<file path="config.mk">
export PLATFORM = sky130hd
export DESIGN_NAME = serial_command_joypad_injector_top
export DESIGN_NICKNAME = d
export VERILOG_FILES = /design/src/rtl/core/scji_pkg.sv /design/src/rtl/core/scji_line.sv /design/src/rtl/core/scji_pad.sv /design/src/rtl/core/scji_obuf.sv /design/src/rtl/core/serial_command_joypad_injector_top.sv
export SDC_FILE = /design/constraint.sdc
export NUM_CORES = 1
export LEC_CHECK = 0
export ABC_AREA = 1
export BUFFER_PORTS_ARGS = -buffer_cell sky130_fd_sc_hd__buf_2
export CAP_MARGIN = 20
export CELL_PAD_IN_SITES_DETAIL_PLACEMENT = 0
export CELL_PAD_IN_SITES_GLOBAL_PLACEMENT = 2
export CORE_UTILIZATION = 32
export DETAILED_ROUTE_END_ITERATION = 12
export MAX_ROUTING_LAYER = met4
export PLACE_DENSITY_LB_ADDON = 0.1
export RECOVER_POWER = 50
export SYNTH_ARGS = -nofsm -noshare
export SYNTH_HDL_FRONTEND = slang
export SYNTH_SLANG_ARGS = --single-unit
</file>
<file path="constraint.sdc">
create_clock -name aclk -period 2.38 [get_ports aclk]
set_clock_uncertainty 0.05 [all_clocks]
set_input_delay 0.119 -clock aclk [delete_from_list [all_inputs] [get_ports aclk]]
set_output_delay 0.119 -clock aclk [all_outputs]
set_load 0.02 [all_outputs]
</file>
<file path="src/rtl/core/scji_pkg.sv">
package scji_pkg;

    localparam int LINE_CAPACITY_DEF = 64;

    localparam logic [3:0] REPEAT_ON_RST  = 4'd2;
    localparam logic [3:0] REPEAT_OFF_RST = 4'd3;

    // configuration register indexes
    localparam logic CFG_REPEAT_ON  = 1'b0;
    localparam logic CFG_REPEAT_OFF = 1'b1;

    // result kinds
    localparam logic [3:0] KIND_FRAME    = 4'd0;
    localparam logic [3:0] KIND_VERSION  = 4'd1;
    localparam logic [3:0] KIND_ATTACHED = 4'd2;
    localparam logic [3:0] KIND_DETACHED = 4'd3;
    localparam logic [3:0] KIND_HOLD     = 4'd4;
    localparam logic [3:0] KIND_TAP      = 4'd5;
    localparam logic [3:0] KIND_REPEAT   = 4'd6;
    localparam logic [3:0] KIND_UNKNOWN  = 4'd7;
    localparam logic [3:0] KIND_LEFT_OUT = 4'd8;

    // characters
    localparam logic [7:0] CH_LF    = 8'h0A;
    localparam logic [7:0] CH_CR    = 8'h0D;
    localparam logic [7:0] CH_COMMA = ",";
    localparam logic [7:0] CH_V     = "v";
    localparam logic [7:0] CH_A     = "a";
    localparam logic [7:0] CH_D     = "d";
    localparam logic [7:0] CH_K     = "k";
    localparam logic [7:0] CH_T     = "t";
    localparam logic [7:0] CH_N     = "n";
    localparam logic [7:0] CH_R     = "r";
    localparam logic [7:0] CH_W     = "w";
    localparam logic [7:0] CH_X     = "x";
    localparam logic [7:0] CH_I     = "i";
    localparam logic [7:0] CH_S     = "s";
    localparam logic [7:0] CH_G     = "g";

    typedef enum logic [4:0] {
        PH_FIRST = 5'b00001,
        PH_HEX   = 5'b00010,
        PH_AFTER = 5'b00100,
        PH_DEC   = 5'b01000,
        PH_DONE  = 5'b10000
    } parse_phase_t;

    // finished line handed from the parser to the pad logic
    typedef struct packed {
        logic        done;
        logic [7:0]  cmd_char;
        logic [7:0]  hex_val;
        logic [31:0] dec_val;
    } line_t;

    typedef struct packed {
        logic [3:0]  result_kind;
        logic [7:0]  reply_char;
        logic [15:0] reply_count;
        logic [7:0]  reply_mask;
        logic        driven;
        logic [3:0]  dpad_low;
        logic [3:0]  buttons_low;
    } result_t;

    // {valid, value}
    function automatic logic [4:0] hex_value(input logic [7:0] c);
        logic [4:0] r;
        r = 5'd0;
        if (c >= 8'h30 && c <= 8'h39) begin
            r = {1'b1, c[3:0]};
        end else if ((c >= 8'h61 && c <= 8'h66) || (c >= 8'h41 && c <= 8'h46)) begin
            r = {1'b1, c[3:0] + 4'd9};
        end
        return r;
    endfunction

    function automatic logic is_digit(input logic [7:0] c);
        return (c >= 8'h30 && c <= 8'h39);
    endfunction

endpackage

</file>
<file path="src/rtl/core/scji_line.sv">
module scji_line import scji_pkg::*; #(
    parameter int LINE_CAPACITY = LINE_CAPACITY_DEF
) (
    input  logic       aclk,
    input  logic       aresetn,
    input  logic       byte_acc,
    input  logic [7:0] text_byte,
    output line_t      line
);

    localparam int LEN_W = (LINE_CAPACITY > 2) ? $clog2(LINE_CAPACITY) : 1;
    localparam logic [LEN_W-1:0] LEN_MAX = LEN_W'(LINE_CAPACITY - 1);

    logic [LEN_W-1:0] len_reg, len_next;
    parse_phase_t     phase_reg, phase_next;
    logic [1:0]       hcnt_reg, hcnt_next;
    logic [7:0]       cmd_reg, cmd_next;
    logic [7:0]       hacc_reg, hacc_next;
    logic [31:0]      dacc_reg, dacc_next;

    logic        is_eol;
    logic [4:0]  hv;
    logic [31:0] dacc_step;

    assign is_eol    = (text_byte == CH_LF) || (text_byte == CH_CR);
    assign hv        = hex_value(text_byte);
    // acc * 10 + digit, wraps at 32 bits
    assign dacc_step = (dacc_reg << 3) + (dacc_reg << 1) + {28'd0, text_byte[3:0]};

    assign line.done     = byte_acc && is_eol && (len_reg != '0);
    assign line.cmd_char = cmd_reg;
    assign line.hex_val  = hacc_reg;
    assign line.dec_val  = dacc_reg;

    always_comb begin
        len_next   = len_reg;
        phase_next = phase_reg;
        hcnt_next  = hcnt_reg;
        cmd_next   = cmd_reg;
        hacc_next  = hacc_reg;
        dacc_next  = dacc_reg;
        if (byte_acc) begin
            if (is_eol) begin
                if (len_reg != '0) begin
                    len_next   = '0;
                    phase_next = PH_FIRST;
                end
            end else if (len_reg < LEN_MAX) begin
                len_next = len_reg + 1'b1;
                case (phase_reg)
                    PH_FIRST: begin
                        cmd_next  = text_byte;
                        hcnt_next = 2'd0;
                        hacc_next = 8'd0;
                        dacc_next = 32'd0;
                        if (text_byte == CH_K || text_byte == CH_T || text_byte == CH_N)
                            phase_next = PH_HEX;
                        else
                            phase_next = PH_DONE;
                    end
                    PH_HEX: begin
                        if (hv[4]) begin
                            hacc_next = {hacc_reg[3:0], hv[3:0]};
                            hcnt_next = hcnt_reg + 2'd1;
                            if (hcnt_reg != 2'd0) phase_next = PH_AFTER;
                        end else begin
                            phase_next = (text_byte == CH_COMMA) ? PH_DEC : PH_DONE;
                        end
                    end
                    PH_AFTER: begin
                        if (text_byte == CH_COMMA) begin
                            phase_next = PH_DEC;
                        end else if (is_digit(text_byte)) begin
                            dacc_next  = dacc_step;
                            phase_next = PH_DEC;
                        end else begin
                            phase_next = PH_DONE;
                        end
                    end
                    PH_DEC: begin
                        if (is_digit(text_byte)) dacc_next = dacc_step;
                        else                     phase_next = PH_DONE;
                    end
                    default: begin
                    end
                endcase
            end
        end
    end

    always_ff @(posedge aclk) begin
        if (!aresetn) begin
            len_reg   <= '0;
            phase_reg <= PH_FIRST;
            hcnt_reg  <= 2'd0;
            cmd_reg   <= 8'd0;
            hacc_reg  <= 8'd0;
            dacc_reg  <= 32'd0;
        end else begin
            len_reg   <= len_next;
            phase_reg <= phase_next;
            hcnt_reg  <= hcnt_next;
            cmd_reg   <= cmd_next;
            hacc_reg  <= hacc_next;
            dacc_reg  <= dacc_next;
        end
    end

endmodule

</file>
<file path="src/rtl/core/scji_pad.sv">
module scji_pad import scji_pkg::*; (
    input  logic       aclk,
    input  logic       aresetn,
    input  logic       tick_acc,
    input  line_t      line,
    input  logic [3:0] repeat_on,
    input  logic [3:0] repeat_off,
    output logic       res_valid,
    output result_t    res
);

    logic        att_reg, att_next;
    logic [7:0]  held_reg, held_next;
    logic [7:0]  tmask_reg, tmask_next;
    logic [15:0] trem_reg, trem_next;
    logic [7:0]  rmask_reg, rmask_next;
    logic [15:0] rrem_reg, rrem_next;
    logic [4:0]  rph_reg, rph_next;

    logic [7:0] pressed;
    logic [5:0] ph_inc;
    logic [5:0] ph_limit;

    assign ph_inc   = {1'b0, rph_reg} + 6'd1;
    assign ph_limit = {2'b00, repeat_on} + {2'b00, repeat_off};

    assign pressed = held_reg
                   | ((trem_reg != 16'd0) ? tmask_reg : 8'd0)
                   | (((rrem_reg != 16'd0) && ({1'b0, rph_reg} < {2'b00, repeat_on}))
                      ? rmask_reg : 8'd0);

    assign res_valid = tick_acc || line.done;

    always_comb begin
        att_next   = att_reg;
        held_next  = held_reg;
        tmask_next = tmask_reg;
        trem_next  = trem_reg;
        rmask_next = rmask_reg;
        rrem_next  = rrem_reg;
        rph_next   = rph_reg;
        res        = '0;
        if (tick_acc) begin
            res.result_kind = KIND_FRAME;
            if (!att_reg) begin
                res.buttons_low = 4'hF;
                res.dpad_low    = 4'hF;
            end else begin
                res.buttons_low = ~pressed[3:0];
                res.dpad_low    = ~pressed[7:4];
                res.driven      = 1'b1;
                if (trem_reg != 16'd0) trem_next = trem_reg - 16'd1;
                if (rrem_reg != 16'd0) begin
                    if (ph_inc >= ph_limit) begin
                        rph_next  = 5'd0;
                        rrem_next = rrem_reg - 16'd1;
                    end else begin
                        rph_next = ph_inc[4:0];
                    end
                end
            end
        end else if (line.done) begin
            case (line.cmd_char)
                CH_V: res.result_kind = KIND_VERSION;
                CH_A, CH_D: begin
                    res.result_kind = (line.cmd_char == CH_A) ? KIND_ATTACHED : KIND_DETACHED;
                    att_next   = (line.cmd_char == CH_A);
                    held_next  = 8'd0;
                    tmask_next = 8'd0;
                    trem_next  = 16'd0;
                    rrem_next  = 16'd0;
                    rph_next   = 5'd0;
                end
                CH_K: begin
                    res.result_kind = KIND_HOLD;
                    res.reply_mask  = line.hex_val;
                    held_next       = line.hex_val;
                end
                CH_T: begin
                    res.result_kind = KIND_TAP;
                    res.reply_mask  = line.hex_val;
                    // a zero count still taps for one frame
                    res.reply_count = (line.dec_val != 32'd0) ? line.dec_val[15:0] : 16'd1;
                    tmask_next      = line.hex_val;
                    trem_next       = res.reply_count;
                end
                CH_N: begin
                    res.result_kind = KIND_REPEAT;
                    res.reply_mask  = line.hex_val;
                    res.reply_count = line.dec_val[15:0];
                    rmask_next      = line.hex_val;
                    rrem_next       = line.dec_val[15:0];
                    rph_next        = 5'd0;
                end
                CH_R, CH_W, CH_X, CH_I, CH_S, CH_G: begin
                    res.result_kind = KIND_LEFT_OUT;
                    res.reply_char  = line.cmd_char;
                end
                default: begin
                    res.result_kind = KIND_UNKNOWN;
                    res.reply_char  = line.cmd_char;
                end
            endcase
        end
    end

    always_ff @(posedge aclk) begin
        if (!aresetn) begin
            att_reg   <= 1'b0;
            held_reg  <= 8'd0;
            tmask_reg <= 8'd0;
            trem_reg  <= 16'd0;
            rmask_reg <= 8'd0;
            rrem_reg  <= 16'd0;
            rph_reg   <= 5'd0;
        end else begin
            att_reg   <= att_next;
            held_reg  <= held_next;
            tmask_reg <= tmask_next;
            trem_reg  <= trem_next;
            rmask_reg <= rmask_next;
            rrem_reg  <= rrem_next;
            rph_reg   <= rph_next;
        end
    end

endmodule

</file>
<file path="src/rtl/core/scji_obuf.sv">
module scji_obuf import scji_pkg::*; (
    input  logic    aclk,
    input  logic    aresetn,
    input  logic    push,
    input  result_t push_data,
    output logic    in_ready,
    output logic    out_valid,
    output result_t out_data,
    input  logic    out_ready
);

    logic    head_v_reg, head_v_next;
    logic    skid_v_reg, skid_v_next;
    logic    rdy_reg;
    result_t head_reg, head_next;
    result_t skid_reg, skid_next;
    logic    pop;

    assign pop       = head_v_reg && out_ready;
    assign out_valid = head_v_reg;
    assign out_data  = head_reg;
    assign in_ready  = rdy_reg;

    always_comb begin
        head_v_next = head_v_reg;
        skid_v_next = skid_v_reg;
        head_next   = head_reg;
        skid_next   = skid_reg;
        if (!head_v_reg || pop) begin
            if (skid_v_reg) begin
                head_v_next = 1'b1;
                head_next   = skid_reg;
                skid_v_next = push;
                if (push) skid_next = push_data;
            end else begin
                head_v_next = push;
                if (push) head_next = push_data;
            end
        end else if (push) begin
            skid_v_next = 1'b1;
            skid_next   = push_data;
        end
    end

    always_ff @(posedge aclk) begin
        if (!aresetn) begin
            head_v_reg <= 1'b0;
            skid_v_reg <= 1'b0;
            rdy_reg    <= 1'b0;
        end else begin
            head_v_reg <= head_v_next;
            skid_v_reg <= skid_v_next;
            rdy_reg    <= !skid_v_next;
        end
    end

    always_ff @(posedge aclk) begin
        head_reg <= head_next;
        skid_reg <= skid_next;
    end

endmodule

</file>
<file path="src/rtl/core/serial_command_joypad_injector_top.sv">
// serial command joypad injector
// input stream: each beat is either a received text byte (s_tuser = 0) or a
// frame tick (s_tuser = 1). bytes build command lines ended by cr or lf;
// v, a, d, k<hex>, t<hex>,<dec> and n<hex>,<dec> are parsed as bytes arrive.
// output stream: one beat per frame tick (joypad nibbles, active low, driven
// only while attached) and one beat per finished non-empty line (the reply).
// bytes inside a line and empty lines give no output beat.
// a result beat is registered in the result buffer before m_tvalid shows it.
// throughput: one input beat per cycle while s_tready is high; parse and pad
// updates are a single level of logic between the state registers and the
// two-entry result buffer. stall: the result buffer holds one waiting beat plus
// one skid beat, so an input beat is still taken while a result waits; s_tready
// drops only when both entries are full and comes back the cycle after the receiver takes one.
// reset: aresetn low clears pad state, parser and buffer; s_tready is low
// during reset. repeat_on_frames resets to 2, repeat_off_frames to 3.
// configuration: cfg_wr_en writes cfg_wdata to register cfg_index (0 repeat
// on frames, 1 repeat off frames) at the clock edge; write only while idle.
module serial_command_joypad_injector_top import scji_pkg::*; #(
    parameter int LINE_CAPACITY = LINE_CAPACITY_DEF
) (
    input  logic        aclk,
    input  logic        aresetn,
    input  logic        s_tvalid,
    output logic        s_tready,
    input  logic [7:0]  s_tdata,    // [7:0] text_byte
    input  logic [0:0]  s_tuser,    // [0] action
    output logic        m_tvalid,
    input  logic        m_tready,
    // [3:0] buttons_low, [7:4] dpad_low, [8] driven, [16:9] reply_mask,
    // [32:17] reply_count, [40:33] reply_char, [47:41] zero
    output logic [47:0] m_tdata,
    output logic [3:0]  m_tuser,    // [3:0] result_kind
    input  logic        cfg_wr_en,
    input  logic        cfg_index,
    input  logic [3:0]  cfg_wdata
);

    logic       in_acc;
    logic [3:0] rep_on_reg;
    logic [3:0] rep_off_reg;
    line_t      line;
    logic       res_valid;
    result_t    res;
    result_t    out_res;

    // input beat taken this cycle
    assign in_acc = s_tvalid && s_tready;

    // configuration registers
    always_ff @(posedge aclk) begin
        if (!aresetn) begin
            rep_on_reg  <= REPEAT_ON_RST;
            rep_off_reg <= REPEAT_OFF_RST;
        end else if (cfg_wr_en) begin
            case (cfg_index)
                CFG_REPEAT_ON:  rep_on_reg  <= cfg_wdata;
                CFG_REPEAT_OFF: rep_off_reg <= cfg_wdata;
                default: begin
                end
            endcase
        end
    end

    // line assembly and command parsing
    scji_line #(
        .LINE_CAPACITY(LINE_CAPACITY)
    ) u_line (
        .aclk      (aclk),
        .aresetn   (aresetn),
        .byte_acc  (in_acc && !s_tuser[0]),
        .text_byte (s_tdata),
        .line      (line)
    );

    // pad state, frame results and command replies
    scji_pad u_pad (
        .aclk       (aclk),
        .aresetn    (aresetn),
        .tick_acc   (in_acc && s_tuser[0]),
        .line       (line),
        .repeat_on  (rep_on_reg),
        .repeat_off (rep_off_reg),
        .res_valid  (res_valid),
        .res        (res)
    );

    // result register with skid entry
    scji_obuf u_obuf (
        .aclk      (aclk),
        .aresetn   (aresetn),
        .push      (res_valid),
        .push_data (res),
        .in_ready  (s_tready),
        .out_valid (m_tvalid),
        .out_data  (out_res),
        .out_ready (m_tready)
    );

    assign m_tuser = out_res.result_kind;
    assign m_tdata = {7'd0, out_res.reply_char, out_res.reply_count, out_res.reply_mask,
                      out_res.driven, out_res.dpad_low, out_res.buttons_low};

endmodule

</file>
# Yosys cells after proc, flatten, opt, wreduce, memory -nomap -nowiden
# Cells that the tools add are included.
# Widths: inputs -> output; s select.
# classes
add_sub_neg	9
mul	0
div	0
magnitude_cmp	9
n_eq_ne	32
shift	0
muxes	65
bitwise	7
reduce_logical	55
# op_table
operator	count
$mux 45	5
$mux 16	10
$eq 8x7->1 const B	15
$mux 32	3
$pmux 16 s2	3
$pmux 32 s3	1
$mux 5	18
$mux 8	6
$pmux 8 s2	3
$mux 36	1
$add 32x32->32	1
$add 32x4->32	1
$reduce_bool 16->1	2
$reduce_bool 32->1	1
$sub 16x1->16 const B	2
$pmux 4 s6	1
$pmux 5 s4	1
$mux 6	3
$eq 8x4->1 const B	2
$ge 8x7->1 const B	2
$le 8x7->1 const B	2
$or 8x8->8	2
$reduce_bool 2->1	8
$reduce_and 3->1	5
39 further kinds	79
# word_totals
register_bits	224
latchBits	0
ramBits	0
mem_bits_ro	0
inputBits	19
output_inout_bits	54
word_cells	209
memories	0

# Logic depth before layout (Yosys ltp)
# Gate-level depths: netlist (run 1).
# logic_depth
word_depth	10
depth_mapped	15
depth_no_buf	15

# Cells and area by module
# A second synthesis (run 1) with hierarchy kept.
# unflattened
hier_cells	1981
area_unflattened_um2	13973.4
# modules_own_cells
module	n_inst	cells_each	area_each_um2	seq_area_each_um2
scji_line	1	860	5372.7	1221.2
scji_pad	1	809	4793.3	1241.2
scji_obuf	1	257	3425.8	2762.6
serial_command_joypad_injector_top	1	55	381.6	160.2

# Least setup slack after synthesis (run 1)
# OpenSTA, ideal clock, no wires.
# synth_timing
path_kind	reg-to-reg
start	register u_line.dacc_reg[0]
end	register u_line.dacc_reg[18]
setup_ns	0.132
arrival_time_ns	2.344
required_time_ns	2.198
slack_ns	-0.146
stages_incl_launch_ff	14
path_buffers	0
synth_period_minus_slack_ns	2.526
path_cell_list	dfxtp_1 > inv_1 > fa_1 > inv_1 > fa_1 > nand3_1 > nand3_1 > nand2_1 > nand2_1 > nand2_1 > nand2_1 > or2_2 > nand3_1 > a21oi_1
# synth_via
elab_chain_len	5
# synth_lines
element	line_no	text
start, declared	scji_line.sv:19	logic [31:0] dacc_reg, dacc_next;
start signal, assigned	scji_line.sv:105	dacc_reg <= dacc_next;
$add 32x32->32 (*)	scji_line.sv:28	assign dacc_step = (dacc_reg << 3) + (dacc_reg << 1) + {28'd0, text_byte[3:0]};
$add 32x4->32 (*)	scji_line.sv:28	
$mux 32 (*)	scji_line.sv:73, scji_line.sv:81	
$mux 32	scji_line.sv:71	if (text_byte == CH_COMMA) begin
$pmux 32 s3 (*)	scji_line.sv:50	case (phase_reg)
# Every way passes the cells marked *; elsewhere a longest branch is shown, timed or not. The select of a mux whose other input is x is not followed.
# A chain may end at the register's enable or synchronous reset.

# Worst setup path after layout (run 1)
# layout_timing
start	register rep_off_reg[0]
end	register u_pad.rrem_reg[1]
# layout_via
elab_chain_len	4
# layout_lines
element	line_no	text
start, declared	serial_command_joypad_injector_top.sv:40	logic [3:0] rep_off_reg;
start signal, assigned	serial_command_joypad_injector_top.sv:57	CFG_REPEAT_OFF: rep_off_reg <= cfg_wdata;
$add 4x4->5	scji_pad.sv:25	assign ph_limit = {2'b00, repeat_on} + {2'b00, repeat_off};
$ge 6x6->1	scji_pad.sv:54	if (ph_inc >= ph_limit) begin
$ne 2x2->1 (no line)	--	
$reduce_and 5->1 (no line)	--	
end signal, assigned	scji_pad.sv:122	rrem_reg <= rrem_next;
end, declared	scji_pad.sv:17	logic [15:0] rrem_reg, rrem_next;
# Every way passes these cells.

==> impl_metrics.ini, run 1 <==
[outcome]
status = complete, but fails checks
failed_checks = setup timing

[synthesis]
ys_top_cells_by_area = edfxtp_1, dfxtp_1, nand2_1, ha_1, inv_1
synth_edf_count = 90
ys_seq_elements = 224
yosysWarningCount = 0
synth_area_per_cell_um2 = 7.01
syn_inst = 1946
ys_types = 45
yosysTopAreaCellShare_pct = 19.8
synthFlopType = dfxtp_1
synth_largest_area_cell = edfxtp_1
synthArstFlopShare_pct = 0
synthesis.area_um2 = 13600
yosysSeqAreaShare_pct = 39.5

[floorplanning]
core_area_um2 = 41900
initial_core_util_pct = 32.5
die_h_um = 208
die_area_um2 = 43500
fp.dieW_um = 208
std_cell_rows = 75
pin_count = 73

[critical_path]
rr_worst_depth = 13
arrival_ps = 2820
r2r_slack_ps = -50
critPathRequiredTime_ps = 2770
cp_max_fo = 5
critPathLaunchType = flop
r2r-end = u_pad.rrem_reg[1]
critical_path_class = reg -> reg
worstReg2RegStart = rep_off_reg[0]
cp-end-kind = flop

[clock_tree]
root_buffer = clkbuf_16
htreeDepth = 1
cts_tree = yes
cts_sinks = 224
cts_buffers = 29
clk_latency_ps = 570
cts.clk_slew.worst_paths_ps = 60
cts_buffer_depth = 3

[route]
drt-total-wl_mm = 42.3
vias_per_cell = 4.74
ant_nets = 0
drt_iter0_markers = 601
dr.pass1.iters = 5
drc = 0
routedWlPerCell_um = 15.7
num_vias = 12800

[placement]
io_buffers = 65
place_ws_ps = -144
hpwl_mm = 31.5
dp.cells = 2612
place.gp.congestion = 0.866

[job]
drv_cap = 0

[min_path]
hp-class = in -> reg
hp-start = s_tdata[1]
hold_depth = 4
timing.hold.worst_endpoint = u_line.dacc_reg[1]

[cells_and_area]
drive_above_1_share_pct = 18.0
syn_to_final_growth_pct = 27.0
final_nets = 2242
final.fill_count = 4453
final_cells = 2703

[pwr]
power_density_nw_per_um2 = 518
power.leakage_nw = 8.00
ir_worst_vdd_mv = 0.515

[timing]
fmax_mhz = 412
relSlewSlack_pct = 57.9
period_minus_slack_ps = 2430
slew_viol_final = 0
hold_violations = 0
worst_slew_pin_slew_ps = 632
setup_violations = 16
fin_ws_ps = -45.3
rsz0062_at_grt = true
timing.final.crit_share_pct = 102

[grt]
grt_max_degree = 75
antenna_found_initial = 2
grt_use_total_pct = 20.0
grt_pass1_wl_mm = 67.8
grt_pass1_vias = 12400
overflow = 0
==> placed cells by master, fill, tap and decap left out, types with 5 or more instances in the layout <==
cell / netlist / layout
nand2_4: 1 / 6
nand3_2: 0 / 30
conb_1: 1 / 7
nand4_1: 26 / 26
edfxtp_1: 90 / 90
nand3_1: 149 / 111
ha_1: 81 / 70
a21oi_1: 168 / 146
inv_1: 231 / 223
dfxtp_1: 134 / 114
buf_6: 1 / 8
or2_4: 0 / 5
buf_2: 16 / 17
clkinv_2: 0 / 7
xor2_1: 18 / 18
nor3_1: 19 / 20
nand2_1: 579 / 542
or2_2: 17 / 12
clkinvlp_4: 0 / 5
o21ai_0: 70 / 68
buf_4: 10 / 111
dlygate4sd3_1: 0 / 23
xnor2_1: 12 / 11
o21ai_1: 25 / 23
buf_12: 0 / 10
inv_2: 10 / 16
dfxtp_2: 0 / 20
clkinv_1: 2 / 5
nor2_1: 198 / 190
clkbuf_1: 37 / 56
ha_4: 0 / 8
a21oi_2: 0 / 22
nor2_2: 2 / 8
nand3_4: 0 / 8
clkbuf_16: 0 / 29
nand2_2: 6 / 37
==> Yosys cell counts (2+ instances only) <==
cell type,count
o21ai_0,70
a22oi_1,2
nor2_4,2
o21bai_1,4
o31ai_1,3
edfxtp_1,90
dfxtp_1,134
or2_2,17
a21oi_1,168
nand4_1,26
clkbuf_1,37
buf_1,5
nor3_2,3
nand2_2,6
inv_1,231
nand2_1,579
a21o_1,2
nand3_1,149
o21ai_1,25
o211ai_1,4
ha_1,81
a211oi_1,2
nor3_1,19
or2_1,2
buf_2,16
xor2_1,18
inv_2,10
xnor2_1,12
fa_1,3
nor2_2,2
clkinv_1,2
nor2_1,198
buf_4,10
and2_1,3
==> through the flow <==
stage	util, %	hold WS [ps]	TNS (ps)	power [mW]	area (µm²)
4_1_cts	40.3	11.6	-1020	9.15	16900
5_1_grt	41.3	63.3	-20740	9.34	17300
3_5_place_dp	36.8	302	-1840	4.67	15400
2_1_floorplan	-	182	-33.5	4.48	13700
6_report	41.3	27.0	-401	8.98	17300
3_3_place_gp	36.8	291	-1370	4.66	15400
==> cell families after synthesis <==
family                     share of synthesized area [%]
AOI/OAI and AO/OA                                   10.8
xor gates and xnor gates                            1.93
adders and majority gates                           7.87
buffers and inverters                               9.06
DFF                                                 39.5
other                                             0.0275
and+or+nand+nor                                     30.9
==> worst max-delay path: stages, from the launching register on <==
cell      delay, ps
dfxtp_2         340
ha_4            160
fa_2            540
inv_2            40
ha_4            260
inv_2            30
o21bai_1        140
nand4_1         110
nand4_1          90
buf_6           170
buf_6           170
nand2_8          70
nand2_1          80
a21oi_2          50
==> how the worst max path moves through the flow <==
stage / start / end / depth (start not counted)
global route: rep_on_reg[0] / u_pad.rph_reg[4] / 15
detailed placement: u_line.dacc_reg[0] / u_line.dacc_reg[18] / 13
CTS: rep_on_reg[0] / u_pad.rph_reg[3] / 15
floorplan: u_line.dacc_reg[0] / u_line.dacc_reg[18] / 13
finish: rep_off_reg[0] / u_pad.rrem_reg[1] / 13
global placement: u_line.dacc_reg[0] / u_line.dacc_reg[18] / 13
==> timing repair <==
item | CTS | global route
hold buffers | 23 | 0
gates cloned | 4 | 0
setup endpoints to repair | 39 | 57
hold endpoints to repair | 25 | 0
resized for setup | 47 | 137
pin swaps | 9 | 52
setup buffers | 5 | 6
==> where the power goes <==
group	internal, mW	switching (mW)
Combinational	0.222	0.382
Clock	2.49	1.82
Sequential	4.03	0.0334
Total	6.74	2.24
==> area by class of cell <==
type                    instances  area, µm²  share of cell area, %
diodes                          2       5.00                 0.0289
clock buffers                  35        758                   4.38
clock inverters                19        164                  0.946
inverters                     243        920                   5.31
multi-input cells            1416       7680                   44.3
flip-flops and latches        224       5410                   31.2
well taps                     539        674                   3.89
repair buffers                225       1710                   9.89
==> per-layer routing <==
layer / global-route usage, % / routed length [µm] / part of all wire, % / up-vias
li1: - / - / - / 6698
met1: 25.9 / 20300 / 48 / 5857
met2: 32.8 / 19600 / 46 / 186
met3: 2.49 / 1470 / 3.5 / 64
met4: 5.52 / 1010 / 2.4 / 0
met5: - / 0 / 0 / -
(Power assumes the default switching activity.)
==> run 2: changes to the inputs <==
--- a/config.mk
+++ b/config.mk
@@ -5,12 +5,11 @@
 export SDC_FILE = /design/constraint.sdc
 export NUM_CORES = 1
 export LEC_CHECK = 0
-export ABC_AREA = 1
 export BUFFER_PORTS_ARGS = -buffer_cell sky130_fd_sc_hd__buf_2
 export CAP_MARGIN = 20
 export CELL_PAD_IN_SITES_DETAIL_PLACEMENT = 0
 export CELL_PAD_IN_SITES_GLOBAL_PLACEMENT = 2
-export CORE_UTILIZATION = 32
+export CORE_UTILIZATION = 36
 export DETAILED_ROUTE_END_ITERATION = 12
 export MAX_ROUTING_LAYER = met4
 export PLACE_DENSITY_LB_ADDON = 0.1
==> run 2 against run 1 <==
The run still ends with setup timing left. Total power rose by 1.3%. Cell area fell by 1.6%. Utilization rose by 9.3 points. Area after synthesis fell by 9.0%. Largest cell class unchanged. Critical path depth rose by 1. First-iteration DRC count rose by 8.2%. Flip-flop and latch count did not move.
==> impl_metrics.ini, run 2 <==
[critical_path]
worst-path-buf-inv = 4
cpPeakStageDelay_ps = 530
cpMostUsedCell = inv_2
cp_cell_sequence = inv_2, fa_2, inv_2, buf_4, ha_4, nand3_4, nand2_4, a221oi_4, buf_6, o211ai_1, nand2_2, o41ai_4, xnor2_1, o21ai_1
cp-end-kind = flop
slowest_stage = fa_2
critPathLaunchType = flop
critPathRequiredTime_ps = 2750
path_delay_family = adder cells
arrival_ps = 3140
critical_path_class = reg -> reg
cp_max_fo = 3

[clock_tree]
cts.clk_slew.worst_paths_ps = 60
cts_buffer_depth = 3
root_buffer = clkbuf_16
cts_tree = yes
cts_buffers = 27
cts_sinks = 224
clk_latency_ps = 550
htreeDepth = 1

[synthesis]
yosysSeqAreaShare_pct = 43.4
ys_seq_elements = 224
synth_most_common_cell = nor2_1
yosysWarningCount = 0
synth_largest_area_cell = edfxtp_1
synthesis.area_um2 = 12400
synth_edf_count = 90
synthArstFlopShare_pct = 0
synth_area_per_cell_um2 = 9.61
synthFlopType = dfxtp_1
synth_common_cells = nor2_1, dfxtp_1, nand2_1
syn_inst = 1291
ys_types = 72
yosysTopAreaCellShare_pct = 21.8
ys_top_cells_by_area = edfxtp_1, dfxtp_1, ha_1, nor2_1, mux2_2

[placement]
io_buffers = 65
place_ws_ps = -481
dp.cells = 1970
hpwl_mm = 26.8
place.gp.congestion = 0.816

[timing]
setup_violations = 40
worst_slew_pin_slew_ps = 499
period_minus_slack_ps = 2770
timing.final.crit_share_pct = 116
fmax_mhz = 361
fin_ws_ps = -392
hold_violations = 0
slew_viol_final = 0
relSlewSlack_pct = 66.7
rsz0062_at_grt = true

[floorplanning]
die_h_um = 188
initial_core_util_pct = 36.8
fp.dieW_um = 188
pin_count = 73
core_area_um2 = 33700
std_cell_rows = 67
die_area_um2 = 35200

[grt]
grt_use_total_pct = 21.7
antenna_found_initial = 2
grt_max_degree = 50
grt_pass1_wl_mm = 59.4
grt_pass1_vias = 10600
overflow = 0

[route]
vias_per_cell = 5.20
num_vias = 10700
dr.pass1.iters = 5
routedWlPerCell_um = 17.9
drt_iter0_markers = 650
drc = 0
drt-total-wl_mm = 37.0
ant_nets = 0

[cells_and_area]
syn_to_final_growth_pct = 37.5
final_cell_mix = buf_4, nor2_1, dfxtp_1
final_cells = 2064
final_nets = 1697
layout_commonest_cell = buf_4
drive_above_1_share_pct = 34.6
final.fill_count = 3224
multi_input_area_um2 = 7260
fin_util_pct = 50.6
regArea_um2 = 5410

[pwr]
power_density_nw_per_um2 = 533
intPower_mw = 7.06
combPwrFrac_pct = 5.6
pwr-share-clk_pct = 50.0
ir_worst_vdd_mv = 0.411
power.leakage_nw = 7.08
p_sw_mw = 2.04
seqPwrFrac_pct = 44.4
power_mw = 9.10
p_sw_share_pct = 22.4

[outcome]
failed_checks = setup timing
status = complete, but fails checks

[min_path]
hp-class = in -> reg

[job]
drv_cap = 0
[run 2: cell count changes in the layout (fill, tap and decap cells not counted), moves of 22 or more]
cell / change
a21oi_1: -84
a22oi_1: +44
and3_1: +22
buf_2: +49
buf_4: +116
clkbuf_1: -53
inv_1: -196
mux2_2: +43
nand2_1: -449
nand2_2: -36
nand3_1: -83
nand3_2: -29
nor2_1: -54
o21ai_0: -33
[run 2: per-layer routing]
metal / wire (µm) / part of all wire [%] / track usage, %
met2: 17700 / 48 / 35.5
met4: 703 / 1.9 / 5.00
met5: 0 / 0 / -
met3: 1330 / 3.6 / 2.30
met1: 17300 / 47 / 28.7
[run 2: per-stage QoR]
stage	hold WS (ps)	area [µm²]	TNS [ps]
after global placement	354	15100	-17700
after global routing	24.3	17100	-14970
after detailed placement	357	15100	-19080
final	39.6	17100	-9330
after CTS	17.3	16600	-8210
after floorplan	213	12700	-2840
[run 2: path summary, 6_finish.rpt]
path / startpoint / end / slack, ps / cells past startpoint
hold reg to reg: u_line.dacc_reg[31] / u_line.dacc_reg[31] / 410 / 2
setup reg to reg: u_line.dacc_reg[0] / u_line.dacc_reg[29] / -390 / 14
setup / recovery: u_line.dacc_reg[0] / u_line.dacc_reg[29] / -390 / 14
hold / removal: aresetn / u_pad.rrem_reg[14] / 40 / 4
[run 2: tightest hold or removal path, cell delays in order]
cell and delay, ps:
buf_2 110, buf_4 220, o21ai_2 80, a21oi_1 40
[run 2: power groups by stage]
stage	Combinational (mW)	Sequential [mW]	Clock (mW)
final	0.508	4.04	4.55
after global routing	0.560	4.04	4.80
after CTS	0.502	4.04	4.67
after detailed placement	0.467	4.12	0
after global placement	0.465	4.12	0
after floorplan	0.256	4.15	0
[run 2: kinds of logic after synthesis]
family / count (synthesis) / share of synthesized area [%]
simple gates: 446 / 17.6
compound gates: 308 / 16.6
flops: 224 / 43.4
buf+inv: 108 / 4.17
fa+ha+maj: 84 / 8.65
mux: 63 / 5.52
xor+xnor: 57 / 4.02
other cells: 1 / 0.0302
[run 2: layout make-up]
| type | count | share of cell area [%] |
|---|---|---|
| multi-input combinational | 966 | 42.6 |
| clock buffer | 30 | 4.03 |
| tap | 448 | 3.29 |
| antenna | 1 | 0.0147 |
| sequential | 224 | 31.7 |
| inverter | 32 | 0.712 |
| timing repair buffer | 343 | 15.9 |
| clock inverter | 20 | 1.71 |
[run 2: timing repair]
action / 4_1_cts / 5_1_grt
cloned: 2 / 1
endpoints found under the setup margin: 61 / 78
setup buffers: 6 / 14
resized for setup: 63 / 79
hold buffers: 21 / 0
endpoints found under the hold margin: 18 / 0
pin swaps: 37 / 35
